[src/rtl/rrts_pkg.sv]
`timescale 1ns / 1ps
// ----------------------------------------------------------------------------
// rrts_pkg
// Shared widths, reset values and the cell control struct of the
// round-robin time-slice scheduler.
// ----------------------------------------------------------------------------
package rrts_pkg;

  localparam int ID_W    = 8;
  localparam int BURST_W = 16;
  localparam int QUANT_W = 8;

  localparam logic [QUANT_W-1:0] QUANT_RESET = QUANT_W'(4);

  typedef struct packed {
    logic               en;
    logic               shift;
    logic               dec_front;
    logic               rot_en;
    logic               arr_en;
    logic [ID_W-1:0]    front_id;
    logic [BURST_W-1:0] rem_dec;
    logic [ID_W-1:0]    arr_id;
    logic [BURST_W-1:0] arr_burst;
  } cell_ctl_t;

endpackage

[src/rtl/rrts_if.sv]
`timescale 1ns / 1ps
// ----------------------------------------------------------------------------
// rrts_if
// Channel interfaces of the scheduler: tick input, result output and the
// quantum write port.
// ----------------------------------------------------------------------------
interface rrts_in_if;
  logic        valid;
  logic        ready;
  logic        arrive_valid;
  logic [7:0]  arrive_id;
  logic [15:0] arrive_burst;

  modport source (output valid, arrive_valid, arrive_id, arrive_burst, input ready);
  modport sink   (input valid, arrive_valid, arrive_id, arrive_burst, output ready);
endinterface

interface rrts_out_if #(
  parameter int CNT_W = 5
);
  logic             valid;
  logic             ready;
  logic             done_valid;
  logic [7:0]       done_id;
  logic             running_valid;
  logic [7:0]       running_id;
  logic [CNT_W-1:0] queue_count;
  logic             dropped;

  modport source (output valid, done_valid, done_id, running_valid, running_id,
                  queue_count, dropped, input ready);
  modport sink   (input valid, done_valid, done_id, running_valid, running_id,
                  queue_count, dropped, output ready);
endinterface

interface rrts_cfg_if;
  logic       valid;
  logic       ready;
  logic [7:0] quantum;

  modport source (output valid, quantum, input ready);
  modport sink   (input valid, quantum, output ready);
endinterface

[src/rtl/rrts_cell.sv]
`timescale 1ns / 1ps
// ----------------------------------------------------------------------------
// rrts_cell
// One queue slot. Takes its neighbor's job on a shift, as front slot the
// decremented burst, and the rotated job or an arrival at its position.
// ----------------------------------------------------------------------------
module rrts_cell #(
  parameter int QUEUE_DEPTH = 16,
  parameter int IDX         = 0
) (
  input  logic                          clk,
  input  rrts_pkg::cell_ctl_t           ctl,
  input  logic [$clog2(QUEUE_DEPTH)-1:0] rot_pos,
  input  logic [$clog2(QUEUE_DEPTH)-1:0] arr_pos,
  input  logic [rrts_pkg::ID_W-1:0]     nb_id,
  input  logic [rrts_pkg::BURST_W-1:0]  nb_rem,
  output logic [rrts_pkg::ID_W-1:0]     id_r,
  output logic [rrts_pkg::BURST_W-1:0]  rem_r,
  output logic [rrts_pkg::ID_W-1:0]     id_nxt
);
  import rrts_pkg::*;

  localparam int IDX_W = $clog2(QUEUE_DEPTH);
  localparam logic [IDX_W-1:0] MY_POS = IDX_W'(IDX);

  logic [BURST_W-1:0] rem_nxt;

  always_comb begin
    id_nxt  = id_r;
    rem_nxt = rem_r;
    if (ctl.shift) begin
      id_nxt  = nb_id;
      rem_nxt = nb_rem;
    end
    if (ctl.dec_front && (IDX == 0)) begin
      rem_nxt = ctl.rem_dec;
    end
    if (ctl.rot_en && (rot_pos == MY_POS)) begin
      id_nxt  = ctl.front_id;
      rem_nxt = ctl.rem_dec;
    end
    if (ctl.arr_en && (arr_pos == MY_POS)) begin
      id_nxt  = ctl.arr_id;
      rem_nxt = ctl.arr_burst;
    end
  end

  always_ff @(posedge clk) begin
    if (ctl.en) begin
      id_r  <= id_nxt;
      rem_r <= rem_nxt;
    end
  end

endmodule

[src/rtl/rrts_ctrl.sv]
`timescale 1ns / 1ps
// ----------------------------------------------------------------------------
// rrts_ctrl
// Tick control: services the front job, decides finish, rotation and
// arrival, keeps the count and slice counter, and registers the result.
// ----------------------------------------------------------------------------
module rrts_ctrl #(
  parameter int QUEUE_DEPTH = 16
) (
  input  logic                           clk,
  input  logic                           rst_n,
  rrts_in_if.sink                        in_bus,
  rrts_out_if.source                     out_bus,
  rrts_cfg_if.sink                       cfg_bus,
  input  logic [rrts_pkg::ID_W-1:0]      front_id,
  input  logic [rrts_pkg::BURST_W-1:0]   front_rem,
  input  logic [rrts_pkg::ID_W-1:0]      head_id_nxt,
  output rrts_pkg::cell_ctl_t            ctl,
  output logic [$clog2(QUEUE_DEPTH)-1:0] rot_pos,
  output logic [$clog2(QUEUE_DEPTH)-1:0] arr_pos
);
  import rrts_pkg::*;

  localparam int IDX_W = $clog2(QUEUE_DEPTH);
  localparam int CNT_W = $clog2(QUEUE_DEPTH + 1);
  localparam logic [CNT_W-1:0] DEPTH_C = CNT_W'(QUEUE_DEPTH);

  logic [CNT_W-1:0]   occ_r, occ_nxt, occ_pop;
  logic [QUANT_W-1:0] slice_r, slice_nxt;
  logic [QUANT_W-1:0] quantum_r;
  logic [QUANT_W:0]   slice_inc;
  logic               out_valid_r;
  logic               accept;
  logic               busy, fin, rot, arr_ok, drop;
  logic [BURST_W-1:0] rem_dec;

  logic               done_valid_r, running_valid_r, dropped_r;
  logic [ID_W-1:0]    done_id_r, running_id_r;
  logic [CNT_W-1:0]   count_r;

  assign in_bus.ready  = !out_valid_r || out_bus.ready;
  assign accept        = in_bus.valid && in_bus.ready;
  assign cfg_bus.ready = 1'b1;

  assign busy      = (occ_r != '0);
  assign rem_dec   = (front_rem == '0) ? '0 : front_rem - BURST_W'(1);
  assign fin       = busy && (rem_dec == '0);
  assign slice_inc = {1'b0, slice_r} + (QUANT_W+1)'(1);
  assign rot       = busy && !fin && (slice_inc >= {1'b0, quantum_r});
  assign occ_pop   = occ_r - CNT_W'(fin);
  assign arr_ok    = in_bus.arrive_valid && (occ_pop < DEPTH_C);
  assign drop      = in_bus.arrive_valid && !arr_ok;
  assign occ_nxt   = occ_pop + CNT_W'(arr_ok);
  assign slice_nxt = !busy ? slice_r : ((fin || rot) ? '0 : slice_inc[QUANT_W-1:0]);

  assign rot_pos = IDX_W'(occ_r - CNT_W'(1));
  assign arr_pos = IDX_W'(occ_pop);

  always_comb begin
    ctl           = '0;
    ctl.en        = accept;
    ctl.shift     = fin || rot;
    ctl.dec_front = busy && !fin && !rot;
    ctl.rot_en    = rot;
    ctl.arr_en    = arr_ok;
    ctl.front_id  = front_id;
    ctl.rem_dec   = rem_dec;
    ctl.arr_id    = in_bus.arrive_id;
    ctl.arr_burst = in_bus.arrive_burst;
  end

  always_ff @(posedge clk) begin
    if (!rst_n) begin
      occ_r       <= '0;
      slice_r     <= '0;
      quantum_r   <= QUANT_RESET;
      out_valid_r <= 1'b0;
    end else begin
      if (cfg_bus.valid && cfg_bus.ready) begin
        quantum_r <= cfg_bus.quantum;
      end
      if (accept) begin
        occ_r       <= occ_nxt;
        slice_r     <= slice_nxt;
        out_valid_r <= 1'b1;
      end else if (out_bus.ready) begin
        out_valid_r <= 1'b0;
      end
    end
  end

  always_ff @(posedge clk) begin
    if (accept) begin
      done_valid_r    <= fin;
      done_id_r       <= fin ? front_id : '0;
      running_valid_r <= (occ_nxt != '0);
      running_id_r    <= (occ_nxt != '0) ? head_id_nxt : '0;
      count_r         <= occ_nxt;
      dropped_r       <= drop;
    end
  end

  assign out_bus.valid         = out_valid_r;
  assign out_bus.done_valid    = done_valid_r;
  assign out_bus.done_id       = done_id_r;
  assign out_bus.running_valid = running_valid_r;
  assign out_bus.running_id    = running_id_r;
  assign out_bus.queue_count   = count_r;
  assign out_bus.dropped       = dropped_r;

endmodule

[src/rtl/round_robin_time_slice_scheduler.sv]
`timescale 1ns / 1ps
// ----------------------------------------------------------------------------
// round_robin_time_slice_scheduler
// Round-robin scheduler with a time quantum, built as a row of job cells.
//
//   Channel   Dir   Beat
//   in_bus    in    one scheduler tick with an optional arriving job
//   out_bus   out   one result per tick: done job, running job, count, drop
//   cfg_bus   in    write of the quantum register
//
// A tick is accepted when valid meets ready, and its result appears in the output
// register on the next cycle; a new tick can be taken every cycle while the output is not stalled.
// The cell row is updated on the same edge that accepts the tick, and it shifts
// toward the front on a finish or a rotation.
// Reset empties the queue, clears the slice counter and sets the quantum to 4.
// A stalled result holds in the output register and blocks further ticks.
// ----------------------------------------------------------------------------
module round_robin_time_slice_scheduler #(
  parameter int QUEUE_DEPTH = 16
) (
  input  logic       clk,
  input  logic       rst_n,
  rrts_in_if.sink    in_bus,
  rrts_out_if.source out_bus,
  rrts_cfg_if.sink   cfg_bus
);
  import rrts_pkg::*;

  localparam int IDX_W = $clog2(QUEUE_DEPTH);

  cell_ctl_t          ctl;
  logic [IDX_W-1:0]   rot_pos, arr_pos;
  logic [ID_W-1:0]    cell_id  [QUEUE_DEPTH+1];
  logic [BURST_W-1:0] cell_rem [QUEUE_DEPTH+1];
  logic [ID_W-1:0]    cell_id_nxt [QUEUE_DEPTH];

  assign cell_id[QUEUE_DEPTH]  = '0;
  assign cell_rem[QUEUE_DEPTH] = '0;

  rrts_ctrl #(
    .QUEUE_DEPTH (QUEUE_DEPTH)
  ) u_ctrl (
    .clk         (clk),
    .rst_n       (rst_n),
    .in_bus      (in_bus),
    .out_bus     (out_bus),
    .cfg_bus     (cfg_bus),
    .front_id    (cell_id[0]),
    .front_rem   (cell_rem[0]),
    .head_id_nxt (cell_id_nxt[0]),
    .ctl         (ctl),
    .rot_pos     (rot_pos),
    .arr_pos     (arr_pos)
  );

  for (genvar i = 0; i < QUEUE_DEPTH; i++) begin : g_cell
    rrts_cell #(
      .QUEUE_DEPTH (QUEUE_DEPTH),
      .IDX         (i)
    ) u_cell (
      .clk     (clk),
      .ctl     (ctl),
      .rot_pos (rot_pos),
      .arr_pos (arr_pos),
      .nb_id   (cell_id[i+1]),
      .nb_rem  (cell_rem[i+1]),
      .id_r    (cell_id[i]),
      .rem_r   (cell_rem[i]),
      .id_nxt  (cell_id_nxt[i])
    );
  end

endmodule

[src/flat_wrapper.sv]
// flat-port wrapper written by rule: the top's interface ports become plain ports
module round_robin_time_slice_scheduler_flat import rrts_pkg::*;
#(
  parameter int QUEUE_DEPTH = 16
)
  (clk, rst_n, in_bus_valid, in_bus_arrive_valid, in_bus_arrive_id, in_bus_arrive_burst, in_bus_ready, out_bus_valid, out_bus_done_valid, out_bus_done_id, out_bus_running_valid, out_bus_running_id, out_bus_queue_count, out_bus_dropped, out_bus_ready, cfg_bus_valid, cfg_bus_quantum, cfg_bus_ready);
  rrts_in_if in_bus_i ();
  rrts_out_if #(.CNT_W((5))) out_bus_i ();
  rrts_cfg_if cfg_bus_i ();
  input  logic clk;
  input  logic rst_n;
  input wire logic [$bits(in_bus_i.valid)-1:0] in_bus_valid;
  input wire logic [$bits(in_bus_i.arrive_valid)-1:0] in_bus_arrive_valid;
  input wire logic [$bits(in_bus_i.arrive_id)-1:0] in_bus_arrive_id;
  input wire logic [$bits(in_bus_i.arrive_burst)-1:0] in_bus_arrive_burst;
  output wire logic [$bits(in_bus_i.ready)-1:0] in_bus_ready;
  output wire logic [$bits(out_bus_i.valid)-1:0] out_bus_valid;
  output wire logic [$bits(out_bus_i.done_valid)-1:0] out_bus_done_valid;
  output wire logic [$bits(out_bus_i.done_id)-1:0] out_bus_done_id;
  output wire logic [$bits(out_bus_i.running_valid)-1:0] out_bus_running_valid;
  output wire logic [$bits(out_bus_i.running_id)-1:0] out_bus_running_id;
  output wire logic [$bits(out_bus_i.queue_count)-1:0] out_bus_queue_count;
  output wire logic [$bits(out_bus_i.dropped)-1:0] out_bus_dropped;
  input wire logic [$bits(out_bus_i.ready)-1:0] out_bus_ready;
  input wire logic [$bits(cfg_bus_i.valid)-1:0] cfg_bus_valid;
  input wire logic [$bits(cfg_bus_i.quantum)-1:0] cfg_bus_quantum;
  output wire logic [$bits(cfg_bus_i.ready)-1:0] cfg_bus_ready;
  assign in_bus_i.valid = in_bus_valid;
  assign in_bus_i.arrive_valid = in_bus_arrive_valid;
  assign in_bus_i.arrive_id = in_bus_arrive_id;
  assign in_bus_i.arrive_burst = in_bus_arrive_burst;
  assign in_bus_ready = in_bus_i.ready;
  assign out_bus_valid = out_bus_i.valid;
  assign out_bus_done_valid = out_bus_i.done_valid;
  assign out_bus_done_id = out_bus_i.done_id;
  assign out_bus_running_valid = out_bus_i.running_valid;
  assign out_bus_running_id = out_bus_i.running_id;
  assign out_bus_queue_count = out_bus_i.queue_count;
  assign out_bus_dropped = out_bus_i.dropped;
  assign out_bus_i.ready = out_bus_ready;
  assign cfg_bus_i.valid = cfg_bus_valid;
  assign cfg_bus_i.quantum = cfg_bus_quantum;
  assign cfg_bus_ready = cfg_bus_i.ready;
  round_robin_time_slice_scheduler #(.QUEUE_DEPTH(QUEUE_DEPTH)) u_core (.clk(clk), .rst_n(rst_n), .in_bus(in_bus_i), .out_bus(out_bus_i), .cfg_bus(cfg_bus_i));
endmodule
[config.mk]
export PLATFORM = sky130hd
export DESIGN_NAME = round_robin_time_slice_scheduler_flat
export DESIGN_NICKNAME = d
export VERILOG_FILES = /design/src/rtl/rrts_pkg.sv /design/src/rtl/rrts_if.sv /design/src/rtl/rrts_cell.sv /design/src/rtl/rrts_ctrl.sv /design/src/rtl/round_robin_time_slice_scheduler.sv /design/src/flat_wrapper.sv
export SDC_FILE = /design/constraint.sdc
export NUM_CORES = 1
export LEC_CHECK = 0
export BUFFER_PORTS_ARGS = -buffer_cell sky130_fd_sc_hd__buf_4
export CAP_MARGIN = 10
export CELL_PAD_IN_SITES_DETAIL_PLACEMENT = 0
export CELL_PAD_IN_SITES_GLOBAL_PLACEMENT = 1
export CORE_ASPECT_RATIO = 0.75
export CORE_MARGIN = 2
export CORE_UTILIZATION = 35
export CTS_CLUSTER_DIAMETER = 100
export DETAILED_ROUTE_END_ITERATION = 12
export PLACE_DENSITY = 0.57
export SLEW_MARGIN = 25
export SYNTH_ARGS = -nofsm -noshare
export SYNTH_HDL_FRONTEND = slang
export SYNTH_HIERARCHICAL = 1
export SYNTH_SLANG_ARGS = --single-unit
export TNS_END_PERCENT = 20
[constraint.sdc]
create_clock -name clk -period 7.8 [get_ports clk]
set_input_delay 1.56 -clock clk [delete_from_list [all_inputs] [get_ports clk]]
set_output_delay 1.56 -clock clk [all_outputs]
set_load 0.02 [all_outputs]
Word level (Yosys, flattened, before mapping)
Index checks and enable logic that the tools add are counted.

$add $sub $neg: 5. Equal/unequal tests: 30. $lt $le $gt $ge: 2. Reductions and logical operators: 85. Mux-type cells: 101.

Operators with widths (number): $mux W16 (50); $mux W8 (49); $eq A4 B4 Y1 const B (16); $reduce_bool A3 Y1 (15); $logic_and A1 B1 Y1 (39); $reduce_and A2 Y1 (17); $eq A4 B3 Y1 const B (8); $logic_not A16 Y1 (2); $eq A4 B2 Y1 const B (4); $sub A16 B1 Y16 const B (1); $reduce_bool A5 Y1 (2); $add A8 B1 Y9 const B (1); $ge A9 B8 Y1 (1); $eq A4 B1 Y1 const B (2); $logic_not A4 Y1 (2); $add A5 B1 Y5 (1); $lt A5 B5 Y1 const B (1); $sub A5 B1 Y5 (1); $logic_not A1 Y1 (4); $reduce_bool A4 Y1 (1); $sub A4 B1 Y4 const B (1); $logic_or A1 B1 Y1 (2); $mux W1 (2); $reduce_bool A2 Y1 (1).

Logic and storage cells: 265. Output and inout bits: 27. Register bits: 430. Bits of input ports: 38.

Depth between registers and ports, before layout
Word-level depth: 12. Depth in mapped cells: 22. Mapped depth without buffers: 20.

By module
The synthesis kept the hierarchy.

Modules (own cells, without submodules): rrts_cell (u_core.g_cell[10].u_cell ...) (times used 4, sequential area each 720.7 µm², cells an instance 153, area an instance 1580.3 µm²); rrts_cell (u_core.g_cell[1].u_cell ...) (times used 4, sequential area each 720.7 µm², cells an instance 155, area an instance 1531.5 µm²); rrts_ctrl (times used 1, sequential area each 1161.1 µm², cells an instance 366, area an instance 3311.9 µm²); rrts_cell (u_core.g_cell[13].u_cell ...) (times used 2, sequential area each 720.7 µm², cells an instance 152, area an instance 1647.8 µm²); rrts_cell (u_core.g_cell[11].u_cell ...) (times used 2, sequential area each 720.7 µm², cells an instance 152, area an instance 1545.2 µm²); rrts_cell (u_core.g_cell[12].u_cell) (times used 1, sequential area each 720.7 µm², cells an instance 151, area an instance 1681.6 µm²); rrts_cell (u_core.g_cell[3].u_cell) (times used 1, sequential area each 720.7 µm², cells an instance 152, area an instance 1551.5 µm²); rrts_cell (u_core.g_cell[15].u_cell) (times used 1, sequential area each 720.7 µm², cells an instance 155, area an instance 1500.2 µm²); rrts_cell (u_core.g_cell[0].u_cell) (times used 1, sequential area each 720.7 µm², cells an instance 120, area an instance 1423.9 µm²); round_robin_time_slice_scheduler (times used 1, sequential area each 0.0 µm², cells an instance 1, area an instance 3.8 µm²).

Least setup slack after synthesis
No wires, ideal clock.

Kind: register -> register. From: register u_core/g_cell[0].u_cell/rem_r[0] in the netlist's numbering. To: register u_core/g_cell[15].u_cell/rem_r[0] in the netlist's numbering, enable pin. Clock period less this slack: 5.909 ns. Path slack: 1.891 ns. Data arrival time: 5.516 ns. Buffers on the path: 2. Data required time: 7.407 ns. Setup time: 0.393 ns. Cell stages (with the launch flop): 17. Cell sequence: edfxtp_1 -> clkbuf_1 -> inv_1 -> ha_1 -> nor3b_2 -> nand3_1 -> o2bb2ai_1 -> and4b_1 -> a31oi_4 -> nor2_2 -> ha_1 -> ha_1 -> xor2_1 -> and4_1 -> buf_2 -> a21oi_1 -> a21boi_1.

RTL lines: from (decl) (line rrts_cell.sv:18) `output logic [rrts_pkg::BURST_W-1:0] rem_r,`; from (signal assigned) (line rrts_cell.sv:51) `rem_r <= rem_nxt;`; to (signal assigned) (line rrts_cell.sv:51); to (decl) (line rrts_cell.sv:18).

==> results by group <==
Outcome
  – Status: complete, no violations

Die
  – Initial Utilization: 35.3%
  – Placeable Area: 80,300 µm²
  – Die H: 250 µm
  – Site Rows: 90
  – Die width: 332 µm
  – DIE AREA: 83,200 µm²
  – Count of boundary I/O pins: 65

Place
  – Final Wtd Congestion: 0.842
  – Placed insts: 3,682
  – IO Port Bufs: 63
  – Placed Area: 29,200 µm²
  – Post-DP HPWL: 63.3 mm

Layout
  – Finished Cell Area: 30,800 µm²
  – Synth-to-layout area growth: 8.72%
  – Final-layout fill cell count: 7,793
  – Final Non-Filler Cells: 3,777
  – Layout Utilization: 38.3%
  – Post-layout nets: 2,731
  – Layout cell share with drive strength beyond 1: 14.4%

Clock tree
  – CTS tree: yes
  – Hold buffer count at cts: 0
  – Worst-skew pair later-pin latency: 620 ps
  – Clock Pin Slew Worst Setup and Hold Paths: 60 ps
  – Post-CTS setup buffers: 0
  – CTS HTree Levels: 2
  – TritonCTS Buffers: 52
  – Clk sinks: 430
  – CTS max path bufs: 3
  – Post_cts resized: 0
  – CTS root buf: clkbuf_16

Detailed routing
  – Initial DRC Count: 2,915
  – Final WL: 104 mm
  – Via density: 6.23
  – DR WL/cell: 27.6 µm
  – Vias: 23,549
  – Remaining DRCs: 0
  – Post-route ant nets: 0
  – First-pass DRT Iterations: 5

STA
  – Clock Skew: 24.7 ps
  – Final setup viols: 0
  – Max Fclk: 0.153 GHz
  – Worst-margin pin slew: 1110 ps
  – Worst slew margin relative to its limit: 25.7%
  – RSZ-0062 raised after global routing: no
  – Final-report hold violation count: 0
  – Post-layout min period: 6550 ps
  – Slew Limit Fails: 0
  – Post-route setup TNS: 0 ps
  – Final period utilization: 84.0%

Worst setup path
  – Worst setup path end: u_core/g_cell[14].u_cell/rem_r[15]$_DFFE_PP_
  – Largest stage delay on the critical path: 710 ps
  – CP Data Arrival Time: 6790 ps
  – Critical path class: flip-flop to flip-flop
  – R2r setup slk: 1250 ps
  – Cells on worst reg2reg path: 18
  – CP cell instances: inv_1, ha_1, nor3b_2, nand2_1, nor3_2, buf_4, a31oi_4, nor2_2, ha_1, ha_1, nor3b_1, xnor2_1, and2_1, buf_4, nand4_2, buf_4, nor2_2, o31a_1
  – Worst R2R Start: u_core/g_cell[0].u_cell/rem_r[0]$_DFFE_PP_
  – CP max stage cell: o31a_1
  – Critical Path RT: 8040 ps
  – Critical path capture point type: flip-flop
  – Startpoint Class: flip-flop
  – Crit path from: u_core/g_cell[0].u_cell/rem_r[0]$_DFFE_PP_
  – Worst reg2reg path endpoint: u_core/g_cell[14].u_cell/rem_r[15]$_DFFE_PP_
  – Worst-path maximum fanout: 26

Power and ir drop
  – Static leakage: 9.62 nW
  – Max IR drop VDD: 0.000143 V
  – P per Cell Area: 189 nW/µm²

Global routing
  – Initial antenna violation count: 4
  – First-pass GRT wire length: 153 mm
  – Pin count of the biggest net entering global routing: 158
  – Vias in the first global route: 21,769
  – GRT Overall Usage: 24.2%
  – Grt ovf: 0

Logic synthesis
  – Synth warn: 6
  – Synth Cell Area: 28,300 µm²
  – Synth Flop Type: edfxtp_1
  – Synthesized flop and latch total: 430
  – EDFF count, synth: 408
  – Mapped Avg Cell Area: 10.2 µm²
  – Gate Count Post-Synth: 2,785
  – Sequential cell area fraction in the yosys report: 44.8%
  – Fraction of registers with async set/reset: 0%
  – Distinct cell type count after synthesis: 83

Run
  – Max-cap violation count: 0

Hold path
  – Hold WC Path Type: flip-flop to flip-flop
  – Hold Path Stages: 2
-- cell usage in the layout (no fill, tap or decap), drive strengths merged, types with 4 or more instances in the layout --
cell / n
a21boi: 56
a21oi: 64
xnor2: 11
a31oi: 194
o31a: 64
diode: 4
o21ai: 286
edfxtp: 408
nand2b: 4
nand3: 128
o31ai: 41
dfxtp: 22
and2: 21
conb: 25
xor2: 11
mux2i: 115
and3b: 8
nor3b: 52
nand4b: 14
nand4: 19
and4bb: 10
a31o: 80
nand2: 37
ha: 15
and3: 82
nor3: 238
or3: 134
inv: 35
nor2: 76
mux2: 49
or3b: 112
or2: 8
nor2b: 16
clkbuf: 68
clkinv: 18
or4: 4
and4b: 6
nand4bb: 9
nor4: 9
buf: 135
-- state kept, by name, summed over array words and instances, names as in the netlist --
signal                               count
u_core/u_ctrl/quantum_r                  8
u_core/u_ctrl/out_bus.done_id            8
u_core/u_ctrl/out_bus.dropped            1
u_core/u_ctrl/out_bus.running_valid      1
u_core/u_ctrl/occ_r                      5
u_core/u_ctrl/out_bus.done_valid         1
u_core/u_ctrl/out_bus.queue_count        5
u_core/u_ctrl/out_bus.valid              1
u_core/u_ctrl/out_bus.running_id         8
u_core/g_cell.u_cell/id_r              128
u_core/u_ctrl/slice_r                    8
u_core/g_cell.u_cell/rem_r             256
-- worst min-delay path by stage --
| stage | from | endpoint |
|---|---|---|
| after floorplan | u_core/u_ctrl/quantum_r[2]$_SDFFE_PN1P_ | u_core/u_ctrl/quantum_r[2]$_SDFFE_PN1P_ |
| after global placement | u_core/u_ctrl/slice_r[1]$_SDFFE_PN0P_ | u_core/u_ctrl/slice_r[1]$_SDFFE_PN0P_ |
| after detailed placement | u_core/u_ctrl/slice_r[7]$_SDFFE_PN0P_ | u_core/u_ctrl/slice_r[7]$_SDFFE_PN0P_ |
| after CTS | u_core/u_ctrl/slice_r[1]$_SDFFE_PN0P_ | u_core/u_ctrl/slice_r[1]$_SDFFE_PN0P_ |
| after global routing | u_core/u_ctrl/slice_r[7]$_SDFFE_PN0P_ | u_core/u_ctrl/slice_r[7]$_SDFFE_PN0P_ |
| final | u_core/u_ctrl/slice_r[7]$_SDFFE_PN0P_ | u_core/u_ctrl/slice_r[7]$_SDFFE_PN0P_ |
-- stage by stage --
stage / power, mW / setup slack (ps) / hold WS (ps)
global route: 6.01 / 816 / 533
CTS: 5.86 / 1300 / 508
finish: 5.82 / 1250 / 505
detailed placement: 3.50 / 1340 / 490
global placement: 3.49 / 1480 / 480
floorplan: 3.19 / 1890 / 461
-- where the power goes --
part	total, mW	switching [mW]	internal [mW]
combinational	0.775	0.557	0.218
sequential	2.69	0.0721	2.62
clock	2.36	1.02	1.34
-- worst max-delay path, delay by kind of cell, from the launching register on --
kind | cells | cell delay [ps]
and+or+nand+nor | 8 | 2800
DFF | 1 | 510
xor gates and xnor gates | 1 | 180
buffers and inverters | 4 | 890
AOI/OAI and AO/OA | 2 | 810
adders and majority gates | 3 | 970
-- cell families after synthesis --
family / count (synthesis) / synth area share (%)
AO/OA/AOI/OAI: 802 / 18.7
XOR/XNOR: 22 / 0.681
adder cells (fa/ha/maj): 15 / 0.663
buffers and inverters: 354 / 6.54
flip-flops: 430 / 44.8
multiplexers: 164 / 6.02
other: 2 / 0.0265
AND/OR/NAND/NOR: 996 / 22.6
-- synthesized netlist by cell type (all sizes together) (64+ instances only) --
library cell	n	area [µm²]
a21oi	64	324
a31o	80	701
nor3	238	1200
and3	82	513
mux2i	115	1150
o31a	64	561
or3b	112	981
o21ai	286	1460
nor2	76	328
edfxtp	408	12300
nand3	128	646
a31oi	194	1230
clkbuf	146	577
or3	134	843
buf	173	1140
-- per-layer routing --
layer | part of all wire [%] | wire, µm | vias to the layer above | GRT usage, %
li1 | - | - | 10610 | -
met1 | 49 | 51500 | 11759 | 39.0
met2 | 40 | 42000 | 1042 | 32.7
met3 | 8.5 | 8870 | 136 | 4.41
met4 | 1.8 | 1910 | 2 | 5.70
met5 | 0.014 | 15 | - | 0
-- area by class of cell --
class                      instances  area [µm²]  share of cell area, %
timing repair buffer             135        1050                   3.42
inverter                          35         149                  0.484
clock inverter                    23         188                  0.610
antenna                            4        10.0                 0.0325
multi-input combinational       2024       14000                   45.4
sequential                       430       12700                   41.2
clock buffer                      68        1380                   4.49
tap                             1058        1320                   4.30
Power figures use the tool's default switching activity.
